===== config.mk =====
export PLATFORM = sky130hd
export DESIGN_NAME = box_blur_row_running_sum_core
export DESIGN_NICKNAME = d
export VERILOG_FILES = /design/src/hdl/bbr_pkg.sv /design/src/hdl/bbr_datapath.sv /design/src/hdl/bbr_ctrl.sv /design/src/hdl/box_blur_row_running_sum_core.sv
export SDC_FILE = /design/constraint.sdc
export NUM_CORES = 2
export LEC_CHECK = 0
export BUFFER_PORTS_ARGS = -buffer_cell sky130_fd_sc_hd__clkbuf_2
export CORE_ASPECT_RATIO = 1.5
export CORE_MARGIN = 1
export CORE_UTILIZATION = 55
export CTS_CLUSTER_SIZE = 12
export DETAILED_ROUTE_END_ITERATION = 12
export GPL_ROUTABILITY_DRIVEN = 0
export PLACE_DENSITY_LB_ADDON = 0.2
export RECOVER_POWER = 25
export SKIP_LAST_GASP = 1
export SLEW_MARGIN = 5
export SYNTH_ARGS = -nofsm -noshare
export SYNTH_HDL_FRONTEND = slang
export SYNTH_HIERARCHICAL = 1
export SYNTH_SLANG_ARGS = --single-unit

===== constraint.sdc =====
create_clock -name clk -period 3.8 [get_ports clk]
set_input_delay 1.14 -clock clk [delete_from_list [all_inputs] [get_ports clk]]
set_output_delay 1.14 -clock clk [all_outputs]
set_load 0.05 [all_outputs]

===== src/hdl/bbr_pkg.sv =====
// Shared types and constants for the box blur row engine.
package bbr_pkg;

	// fixed field widths of the pixel stream
	localparam int CHAN_W   = 8;
	localparam int POS_W    = 8;
	localparam int RADIUS_W = 6;

	localparam logic [POS_W-1:0]    POS_MAX      = 8'd255;
	localparam logic [RADIUS_W-1:0] RADIUS_RESET = 6'd1;

	typedef logic [CHAN_W-1:0] chan_t;

	// one stored pixel
	typedef struct packed {
		chan_t red;
		chan_t green;
		chan_t blue;
	} rgb_t;

	// input request payload
	typedef struct packed {
		chan_t pixel_red;
		chan_t pixel_green;
		chan_t pixel_blue;
		logic  last_in_row;
	} pixel_in_t;

	// output request payload
	typedef struct packed {
		chan_t out_red;
		chan_t out_green;
		chan_t out_blue;
		logic  row_done;
	} pixel_out_t;

	// controller to datapath commands
	typedef struct packed {
		logic take;      // write incoming pixel into the window
		logic first_wr;  // incoming pixel opens the row
		logic start;     // set up a new output window sum
		logic tap;       // read one window tap
		logic div_load;  // load the dividers from the sums
		logic div_step;  // one restoring division step
		logic out_load;  // load the output register
		logic row_done;  // flag for the output being loaded
	} bbr_cmd_t;

endpackage


===== src/hdl/bbr_datapath.sv =====
// Datapath: pixel window memory, tap accumulators, serial dividers, output register.
module bbr_datapath import bbr_pkg::*; #(
	parameter int MAX_RADIUS = 63
) (
	input  logic                                 clk,
	input  logic                                 arst_n,
	input  bbr_cmd_t                             cmd,
	input  logic [POS_W-1:0]                     pos,
	input  logic [$clog2(MAX_RADIUS+1)-1:0]      rad,
	input  logic [$clog2(MAX_RADIUS+1)-1:0]      back,
	input  pixel_in_t                            in_data,
	output pixel_out_t                           out_data
);

	localparam int R_W    = $clog2(MAX_RADIUS + 1);
	localparam int O_W    = $clog2(2 * MAX_RADIUS + 1);
	localparam int ADDR_W = $clog2(2 * MAX_RADIUS + 2);
	localparam int DEPTH  = 1 << ADDR_W;
	localparam int SUM_W  = CHAN_W + $clog2(2 * MAX_RADIUS + 1);
	localparam int DIV_W  = R_W + 1;

	rgb_t               mem [DEPTH];
	logic [ADDR_W-1:0]  wptr_q;
	rgb_t               first_q;
	logic [O_W-1:0]     ofs_q;
	rgb_t               rd_s1;
	logic               sel_first_s1;
	logic               tap_vld_s1;
	rgb_t               tap_val;
	logic [DIV_W-1:0]   dvs_q;
	logic [SUM_W-1:0]   acc_q [3];
	logic [SUM_W-1:0]   quo_q [3];
	logic [DIV_W-1:0]   rem_q [3];
	logic [SUM_W-1:0]   tap_ext [3];
	logic [DIV_W:0]     trial [3];
	logic [DIV_W:0]     diff [3];
	logic               fits [3];
	pixel_out_t         out_q;

	// pointer to the newest pixel
	always_ff @(posedge clk or negedge arst_n) begin
		if (!arst_n) begin
			wptr_q     <= '0;
			tap_vld_s1 <= 1'b0;
		end else begin
			if (cmd.take) begin
				wptr_q <= wptr_q + 1'b1;
			end
			tap_vld_s1 <= cmd.tap;
		end
	end

	// window memory: write on a new pixel, registered tap read
	always_ff @(posedge clk) begin
		if (cmd.take) begin
			mem[wptr_q + 1'b1] <= '{red: in_data.pixel_red, green: in_data.pixel_green,
				blue: in_data.pixel_blue};
		end
		if (cmd.tap) begin
			rd_s1 <= mem[wptr_q - ADDR_W'(ofs_q)];
		end
	end

	// first pixel of the row, tap offset and clamp flag
	always_ff @(posedge clk) begin
		if (cmd.first_wr) begin
			first_q <= '{red: in_data.pixel_red, green: in_data.pixel_green,
				blue: in_data.pixel_blue};
		end
		if (cmd.start) begin
			ofs_q <= O_W'(back) + O_W'(rad);
			dvs_q <= {rad, 1'b1};
		end else if (cmd.tap) begin
			// taps to the right of the newest pixel clamp to it
			ofs_q <= (ofs_q == '0) ? ofs_q : ofs_q - 1'b1;
		end
		if (cmd.tap) begin
			// taps left of the row start read the first pixel
			sel_first_s1 <= (POS_W'(ofs_q) > pos);
		end
	end

	// tap value and division trial per channel
	always_comb begin
		tap_val    = sel_first_s1 ? first_q : rd_s1;
		tap_ext[0] = SUM_W'(tap_val.red);
		tap_ext[1] = SUM_W'(tap_val.green);
		tap_ext[2] = SUM_W'(tap_val.blue);
		for (int c = 0; c < 3; c++) begin
			trial[c] = {rem_q[c], quo_q[c][SUM_W-1]};
			diff[c]  = trial[c] - {1'b0, dvs_q};
			fits[c]  = (trial[c] >= {1'b0, dvs_q});
		end
	end

	// accumulators and restoring dividers, one lane per channel
	always_ff @(posedge clk) begin
		for (int c = 0; c < 3; c++) begin
			if (cmd.start) begin
				acc_q[c] <= '0;
			end else if (tap_vld_s1) begin
				acc_q[c] <= acc_q[c] + tap_ext[c];
			end
			if (cmd.div_load) begin
				rem_q[c] <= '0;
				quo_q[c] <= acc_q[c];
			end else if (cmd.div_step) begin
				rem_q[c] <= fits[c] ? diff[c][DIV_W-1:0] : trial[c][DIV_W-1:0];
				quo_q[c] <= {quo_q[c][SUM_W-2:0], fits[c]};
			end
		end
	end

	// output register
	always_ff @(posedge clk) begin
		if (cmd.out_load) begin
			out_q.out_red   <= quo_q[0][CHAN_W-1:0];
			out_q.out_green <= quo_q[1][CHAN_W-1:0];
			out_q.out_blue  <= quo_q[2][CHAN_W-1:0];
			out_q.row_done  <= cmd.row_done;
		end
	end

	assign out_data = out_q;

endmodule


===== src/hdl/bbr_ctrl.sv =====
// Controller: row position, radius register and the per-output sequence.
module bbr_ctrl import bbr_pkg::*; #(
	parameter int MAX_RADIUS = 63
) (
	input  logic                                 clk,
	input  logic                                 arst_n,
	input  logic                                 in_valid,
	output logic                                 in_stall,
	input  logic                                 last_in_row,
	output logic                                 out_valid,
	input  logic                                 out_stall,
	input  logic                                 cfg_we,
	input  logic [RADIUS_W-1:0]                  cfg_wdata,
	output bbr_cmd_t                             cmd,
	output logic [POS_W-1:0]                     pos,
	output logic [$clog2(MAX_RADIUS+1)-1:0]      rad,
	output logic [$clog2(MAX_RADIUS+1)-1:0]      back
);

	localparam int R_W    = $clog2(MAX_RADIUS + 1);
	localparam int O_W    = $clog2(2 * MAX_RADIUS + 1);
	localparam int SUM_W  = CHAN_W + $clog2(2 * MAX_RADIUS + 1);
	localparam int DCNT_W = $clog2(SUM_W);

	typedef enum logic [2:0] {
		ST_IDLE,
		ST_START,
		ST_TAPS,
		ST_SETTLE,
		ST_DLOAD,
		ST_DIV,
		ST_EMIT
	} state_t;

	state_t              state;
	logic [RADIUS_W-1:0] radius_q;
	logic [R_W-1:0]      r_eff;
	logic [R_W-1:0]      r_q;
	logic [R_W-1:0]      back_q;
	logic                last_q;
	logic [POS_W-1:0]    row_pos_q;
	logic [POS_W-1:0]    pos_q;
	logic [O_W-1:0]      taps_q;
	logic [DCNT_W-1:0]   div_cnt_q;
	logic                out_vld_q;

	// radius register
	always_ff @(posedge clk or negedge arst_n) begin
		if (!arst_n) begin
			radius_q <= RADIUS_RESET;
		end else if (cfg_we) begin
			radius_q <= cfg_wdata;
		end
	end

	// radius in use, saturated to the largest supported
	always_comb begin
		if ({1'b0, radius_q} > 7'(MAX_RADIUS)) begin
			r_eff = R_W'(MAX_RADIUS);
		end else begin
			r_eff = R_W'(radius_q);
		end
	end

	// commands to the datapath
	always_comb begin
		cmd          = '0;
		cmd.take     = (state == ST_IDLE) && in_valid;
		cmd.first_wr = cmd.take && (row_pos_q == '0);
		cmd.start    = (state == ST_START);
		cmd.tap      = (state == ST_TAPS);
		cmd.div_load = (state == ST_DLOAD);
		cmd.div_step = (state == ST_DIV);
		cmd.out_load = (state == ST_EMIT) && (!out_vld_q || !out_stall);
		cmd.row_done = last_q && (back_q == '0);
	end

	// sequencer
	always_ff @(posedge clk or negedge arst_n) begin
		if (!arst_n) begin
			state     <= ST_IDLE;
			r_q       <= '0;
			back_q    <= '0;
			last_q    <= 1'b0;
			row_pos_q <= '0;
			pos_q     <= '0;
			taps_q    <= '0;
			div_cnt_q <= '0;
			out_vld_q <= 1'b0;
		end else begin
			// output register valid
			if (cmd.out_load) begin
				out_vld_q <= 1'b1;
			end else if (!out_stall) begin
				out_vld_q <= 1'b0;
			end

			unique case (state)
				ST_IDLE: begin
					if (in_valid) begin
						pos_q  <= row_pos_q;
						r_q    <= r_eff;
						last_q <= last_in_row;
						if (last_in_row) begin
							// flush: first pending output is min(r, pos) back
							back_q    <= (row_pos_q < POS_W'(r_eff)) ? R_W'(row_pos_q) : r_eff;
							row_pos_q <= '0;
							state     <= ST_START;
						end else begin
							back_q <= r_eff;
							if (row_pos_q != POS_MAX) begin
								row_pos_q <= row_pos_q + 1'b1;
							end
							state <= (row_pos_q >= POS_W'(r_eff)) ? ST_START : ST_IDLE;
						end
					end
				end
				ST_START: begin
					taps_q <= O_W'({r_q, 1'b0});
					state  <= ST_TAPS;
				end
				ST_TAPS: begin
					if (taps_q == '0) begin
						state <= ST_SETTLE;
					end else begin
						taps_q <= taps_q - 1'b1;
					end
				end
				ST_SETTLE: begin
					state <= ST_DLOAD;
				end
				ST_DLOAD: begin
					div_cnt_q <= DCNT_W'(SUM_W - 1);
					state     <= ST_DIV;
				end
				ST_DIV: begin
					if (div_cnt_q == '0) begin
						state <= ST_EMIT;
					end else begin
						div_cnt_q <= div_cnt_q - 1'b1;
					end
				end
				ST_EMIT: begin
					if (cmd.out_load) begin
						if (last_q && (back_q != '0)) begin
							back_q <= back_q - 1'b1;
							state  <= ST_START;
						end else begin
							state <= ST_IDLE;
						end
					end
				end
				default: begin
					state <= ST_IDLE;
				end
			endcase
		end
	end

	assign in_stall  = (state != ST_IDLE);
	assign out_valid = out_vld_q;
	assign pos       = pos_q;
	assign rad       = r_q;
	assign back      = back_q;

	// window offset of a pending output never exceeds the radius
	a_back_in_range: assert property (@(posedge clk) disable iff (!arst_n)
		(state != ST_IDLE) |-> (back_q <= r_q))
		else $error("output offset beyond radius");

	// the last pixel restarts the row and always produces output
	a_last_restarts: assert property (@(posedge clk) disable iff (!arst_n)
		(cmd.take && last_in_row) |=> (row_pos_q == '0 && state == ST_START))
		else $error("row end did not restart the row");

	// a pixel before the window fills produces nothing
	a_no_early_out: assert property (@(posedge clk) disable iff (!arst_n)
		(cmd.take && !last_in_row && (row_pos_q < POS_W'(r_eff))) |=> (state == ST_IDLE))
		else $error("output started before window filled");

	// results appear only from the emit step
	a_valid_from_emit: assert property (@(posedge clk) disable iff (!arst_n)
		$rose(out_valid) |-> $past(state == ST_EMIT))
		else $error("output valid without emit");

endmodule


===== src/hdl/box_blur_row_running_sum_core.sv =====
// Top level of the horizontal box blur for one streamed RGB row.
//
// Each accepted pixel is written to a window memory of 2^clog2(2*MAX_RADIUS+2)
// entries; no clearing pass is needed after reset. A pixel that does not
// complete a window is taken without starting an output sequence. For every
// blurred pixel, with r the radius in use and SUM_W = 8 + clog2(2*MAX_RADIUS+1)
// (15 at the default), the window is summed one tap per cycle from the
// single-port memory, and the three channel sums are divided by 2*r+1 in
// SUM_W-bit restoring dividers that retire one quotient bit per cycle. The pixel
// marked last in its row emits min(r, pos)+1 results one after another, each
// held while the result side stalls. Radius writes above MAX_RADIUS are
// saturated, and take effect for the next accepted pixel.
module box_blur_row_running_sum_core import bbr_pkg::*; #(
	parameter int MAX_RADIUS = 63
) (
	input  logic                clk,
	input  logic                arst_n,
	input  logic                in_valid,
	output logic                in_stall,
	input  pixel_in_t           in_data,
	output logic                out_valid,
	input  logic                out_stall,
	output pixel_out_t          out_data,
	input  logic                cfg_we,
	input  logic [RADIUS_W-1:0] cfg_wdata
);

	localparam int R_W = $clog2(MAX_RADIUS + 1);

	bbr_cmd_t         cmd;
	logic [POS_W-1:0] pos;
	logic [R_W-1:0]   rad;
	logic [R_W-1:0]   back;

	// sequencer
	bbr_ctrl #(
		.MAX_RADIUS(MAX_RADIUS)
	) u_ctrl (
		.clk         (clk),
		.arst_n      (arst_n),
		.in_valid    (in_valid),
		.in_stall    (in_stall),
		.last_in_row (in_data.last_in_row),
		.out_valid   (out_valid),
		.out_stall   (out_stall),
		.cfg_we      (cfg_we),
		.cfg_wdata   (cfg_wdata),
		.cmd         (cmd),
		.pos         (pos),
		.rad         (rad),
		.back        (back)
	);

	// window store, sums and dividers
	bbr_datapath #(
		.MAX_RADIUS(MAX_RADIUS)
	) u_datapath (
		.clk      (clk),
		.arst_n   (arst_n),
		.cmd      (cmd),
		.pos      (pos),
		.rad      (rad),
		.back     (back),
		.in_data  (in_data),
		.out_data (out_data)
	);

endmodule


After elaboration in Yosys (flattened, before gate mapping). Memory sizes are Yosys's and may differ from the RTL's. A register that Yosys moved wholly into a read port is not among the register bits. Index checks and enable logic that the tools add are counted.

Add/sub/neg operators: 14. Order comparisons: 6. Eq/ne operators: 16. Multiplexer cells: 50. Bitwise logic cells: 9. Reduce and logical (&&, ||, !) cells: 27.

Operators by type and width (number): two-way mux 15 bit (6); two-way mux 7 bit (10); adder 15 x 8 -> 15 bit (3); two-way mux 6 bit (5); subtractor 7 bit (4); greater-or-equal comparator 8 x 7 -> 1 bit (3); two-way mux 24 bit (1); case mux 3 bit (7 select lines) (1); two-way mux 1 bit (16); two-way mux 8 bit (2); two-way mux 3 bit (5); logical NOT 7 bit (2); inequality test 2 bit, second input constant (7); case mux 7 bit (2 select lines) (1); subtractor 7 x 1 -> 7 bit, second input constant (2); case mux 6 bit (2 select lines) (1); == test 3 bit, second input constant (3); bitwise OR 1 bit (9); adder 8 x 1 -> 8 bit, second input constant (1); greater-or-equal comparator 8 x 6 -> 1 bit (1); greater-than comparator 7 x 8 -> 1 bit (1); logical NOT 8 bit (1); less-than comparator 8 x 6 -> 1 bit (1); inequality test 8 bit, second input constant (1); other kinds (21) (35).

Flip-flop bits (word level): 121. RAM bits: 3183. Input bits: 36. Output and inout port bits: 27. Word-level logic and storage cells: 148. Memories: 4.

Memories: u_datapath.mem (words 128, width 24, read ports 1, clocked after Yosys merged registers in 1, wr ports 1, line bbr_datapath.sv:22) `rgb_t mem [DEPTH];`; u_datapath.acc_q (words 3, width 15, read ports 3, clocked after Yosys merged registers in 0, wr ports 3, line bbr_datapath.sv:31) `logic [SUM_W-1:0] acc_q [3];`; u_datapath.quo_q (words 3, width 15, read ports 3, clocked after Yosys merged registers in 0, wr ports 3, line bbr_datapath.sv:32) `logic [SUM_W-1:0] quo_q [3];`; u_datapath.rem_q (words 3, width 7, read ports 3, clocked after Yosys merged registers in 0, wr ports 3, line bbr_datapath.sv:33) `logic [DIV_W-1:0] rem_q [3];`.

Depth between registers and ports, before layout.
Depth after elaboration: 5. Depth in mapped cells: 14. Mapped depth without buffers: 11.

Modules after synthesis. Netlist, hierarchy kept.

Modules (own cells, without submodules): bbr_datapath (times used 1, cells an instance 6465, area each 128941.2 um^2, seq. area each 98394.4 um^2); bbr_ctrl (times used 1, cells an instance 321, area each 2807.7 um^2, seq. area each 1252.5 um^2).

Worst setup path after synthesis. OpenSTA, ideal clock, no wires.

Path kind: input to register. Start point: input in_valid. End point: memory u_datapath/mem[64][0] (netlist bit) (enable). Setup time: 0.405 ns. Arrival time: 3.615 ns. Required time: 3.395 ns. Slack: -0.220 ns. Cell stages on the path: 9. Path buffers: 3. Path through: nand2_1 > inv_2 > buf_2 > clkbuf_1 > inv_1 > nor3_1 > nand2_1 > clkbuf_1 > nor2_1.

RTL lines: start, declared (line box_blur_row_running_sum_core.sv:18) `input logic in_valid,`; end, declared (line bbr_datapath.sv:22).

Worst setup path in the final report.
Start point: register u_datapath.ofs_q[0]. End point: register u_datapath/rd_s1[17] (netlist name).

Longest elaborated chain between the ends: 1.

RTL lines: start, declared (line bbr_datapath.sv:25) `logic [O_W-1:0] ofs_q;`; start signal, assigned (line bbr_datapath.sv:71) `ofs_q <= O_W'(back) + O_W'(rad);`; start signal, assigned (line bbr_datapath.sv:75) `ofs_q <= (ofs_q == '0) ? ofs_q : ofs_q - 1'b1;`; subtractor 7 bit (line bbr_datapath.sv:60) `rd_s1 <= mem[wptr_q - ADDR_W'(ofs_q)];`.

Every way passes these cells. A chain may end at the register's enable or synchronous reset.

==> impl_metrics.tcl <==
set metrics [dict create \
    status "finished with violations" \
    violations "capacitance limit, slew limit, setup timing" \
    vias 70360 \
    synth.distinct_cells 82 \
    grt_max_degree 130 \
    ys_warn_count 6 \
    synth_area_per_cell_um2 19.41 \
    cts_max_level 5 \
    numCtsBuffers 327 \
    dp_hpwl_um 222700 \
    grt_pass1_vias 71070 \
    end_kind "flip-flop" \
    cts.hold.buffers_added 0 \
    insertion_delay_ns 0.88 \
    path_common_cell "buf_12" \
    antenna_left 0 \
    dieArea_um2 241500 \
    clockRootBuffer "clkbuf_16" \
    r2r_start "u_datapath/ofs_q[0]" \
    finalNonFillerCells 10690 \
    place_area_um2 141500 \
    rsz0062_at_grt "true" \
    syn_area_um2 131700 \
    ys_seq_area_frac 0.7563 \
    rows 219 \
    cts_sinks 3328 \
    critPathBufInv 5 \
    cp_slowest_cell "fa_4" \
    hold_viol_final 0 \
    path_cells "ha_4, fa_4, buf_12, buf_12, buf_12, buf_6, buf_12, mux4_2, mux2i_4, a22oi_1, a211oi_2, nor3_1" \
    dp.cells 10150 \
    max_cap_violations 28 \
    final_nets 7528 \
    skew_ns 0.07467 \
    layout_min_cycle_time_ns 3.815 \
    antenna_found_initial 25 \
    crit_family "adder cells" \
    cp.required_ns 4.38 \
    max_freq_ghz 0.2621 \
    critPathMaxStageDelay_ns 0.79 \
    wl_per_cell_um 33.44 \
    layout_commonest_cell "edfxtp_1" \
    ys_ff_latch 3328 \
    multi_input_area_um2 31090 \
    hold_class "input port to asynchronous set/reset pin" \
    die-width_um 401.6 \
    vias_per_cell 6.581 \
    cp.arrival_ns 4.39 \
    final_cell_mix "edfxtp_1, nand2_1, mux4_2" \
    max-clock-path-buffers 4 \
    worst_slack_ns -0.01495 \
    drv_slew 1667 \
    grt_remaining_overflow 0 \
    stdcell_area_um2 151200 \
    drc 0 \
    cts_tree "yes" \
    first_pass_iters 8 \
    critPathMaxFanout 15 \
    regArea_um2 99650 \
    synth_ff_type "edfxtp_1" \
    syn_nets 6910 \
    first_iter_violations 9253 \
    initial_core_util 0.5546 \
    period_share 1.004 \
    io_buffers 62 \
    syn_inst 6786 \
    grt_pass1_wl_um 511200 \
    fill_cells 15800 \
    die_h_um 601.4 \
    synth_edf_count 3270 \
    worstSetupPathType "flip-flop to flip-flop" \
    drt-total-wl_um 357500 \
    area_growth_pct 14.77 \
    path_clk_slew_ns 0.06 \
    drive_gt1_frac 0.2652 \
    tns_ns -0.02364 \
    grt_usage 0.2969 \
    cp-start-kind "flip-flop" \
    async_flop_share 0.01743 \
    setup_viol_count_final 4 \
    num_io_pins 63 \
    worstMarginPinSlew_ns 3.318 \
    core-area_um2 237600 \
    slew_headroom -1.212 \
    crit_start "u_datapath/ofs_q[0]" \
]
[per-layer routing]
layer	global-route usage	part of all wire	vias up
li1	-	-	28610
met1	0.3858	0.35	37130
met5	0	0.000025	-
met4	0.1503	0.058	2
met3	0.04271	0.091	749
met2	0.4924	0.50	3866
[flip-flops by register name (all words and copies together), names as in the netlist, 8 cells and up]
| signal | count |
|---|---|
| u_datapath/mem | 3072 |
| u_datapath/acc_q | 45 |
| u_datapath/quo_q | 45 |
| u_datapath/out_data | 25 |
| u_datapath/first_q | 24 |
| u_datapath/rd_s1 | 24 |
| u_datapath/rem_q | 21 |
| u_ctrl/pos | 8 |
| u_ctrl/row_pos_q | 8 |
[worst register-to-register path: cells and delay by family (launching register included)]
kind	cells	cell delay, ns
DFF	1	0.48
muxes	2	0.60
adders and majority gates	2	1.00
AOI/OAI and AO/OA	2	0.45
and+or+nand+nor	1	0.10
buffers and inverters	5	0.93
[logic make-up (layout without fill, tap and decap cells)]
group                    after synthesis  in the layout  share of synthesized area
AO/OA/AOI/OAI                        409            409                    0.02068
XOR/XNOR                              67             67                   0.004881
adder cells (fa/ha/maj)               88             88                   0.008813
buffers and inverters                434           1162                    0.01471
flip-flops                          3328           3328                     0.7563
multiplexers                         924            924                     0.1433
other                                  0             84                          0
AND/OR/NAND/NOR                     1536           1536                    0.05123
[timing repair]
| action | 4_1_cts | 5_1_grt |
|---|---|---|
| endpoints found under the setup margin | 23 | 24 |
| pin swaps | 4 | 2 |
| gates cloned | 3 | 1 |
| gates resized for setup | 70 | 27 |
| buffers inserted | 7 | 4 |
[layout make-up]
| cell class | count | area share |
|---|---|---|
| Multi-Input combinational cell | 3024 | 0.2056 |
| Sequential cell | 3328 | 0.6590 |
| Clock buffer | 409 | 0.05784 |
| Tap cell | 3094 | 0.02560 |
| Antenna cell | 84 | 0.001390 |
| Clock inverter | 30 | 0.001547 |
| Inverter | 77 | 0.001912 |
| Timing Repair Buffer | 646 | 0.04703 |
[synthesized netlist by cell type, types with 26 or more instances]
| cell type | instances | area [um2] |
|---|---|---|
| buf_1 | 39 | 146.4 |
| dfrtp_1 | 57 | 1426 |
| a32oi_1 | 28 | 245.2 |
| buf_2 | 117 | 585.6 |
| nor2_1 | 207 | 777.0 |
| edfxtp_1 | 3270 | 98190 |
| a21oi_1 | 90 | 450.4 |
| mux2i_1 | 134 | 1341 |
| clkbuf_1 | 158 | 593.1 |
| a311oi_1 | 29 | 254.0 |
| nor3_1 | 34 | 170.2 |
| nand2_1 | 777 | 2917 |
| nand3_1 | 335 | 1677 |
| inv_1 | 74 | 277.8 |
| xnor2_1 | 39 | 341.6 |
| mux4_2 | 768 | 17300 |
| o21ai_1 | 26 | 130.1 |
| nand4_1 | 42 | 262.8 |
| o21ai_0 | 89 | 445.4 |
| buf_4 | 41 | 307.8 |
| a22oi_1 | 34 | 255.2 |
| and3_1 | 37 | 231.5 |
| ha_1 | 80 | 1001 |
[worst paths after layout]
check                                          end  slack (ns)  cells past startpoint
max                           u_datapath/rd_s1[17]       -0.01                     12
min                            u_ctrl/row_pos_q[0]        0.42                      1
max reg2reg                   u_datapath/rd_s1[17]       -0.01                     12
min reg2reg                u_datapath/out_data[15]        0.45                      0
max in group asynchronous     u_datapath/wptr_q[3]        2.18                      2
min in group clk           u_datapath/out_data[15]        0.45                      0
[through the flow]
step / util / hold WS [ns] / worst slack [ns]
after global routing: 0.6364 / 0.4665 / -0.06590
final: 0.6365 / 0.4209 / -0.01495
after detailed placement: 0.5957 / 0.4350 / -0.4484
after global placement: 0.5957 / 0.4332 / -0.4858
after CTS: 0.6359 / 0.1888 / -0.07861
after floorplan: - / 0.4262 / -0.2197
Power is left out: the tool's default activity adds up to more than one toggle a clock period on the data nets, which glitch-free logic cannot reach.
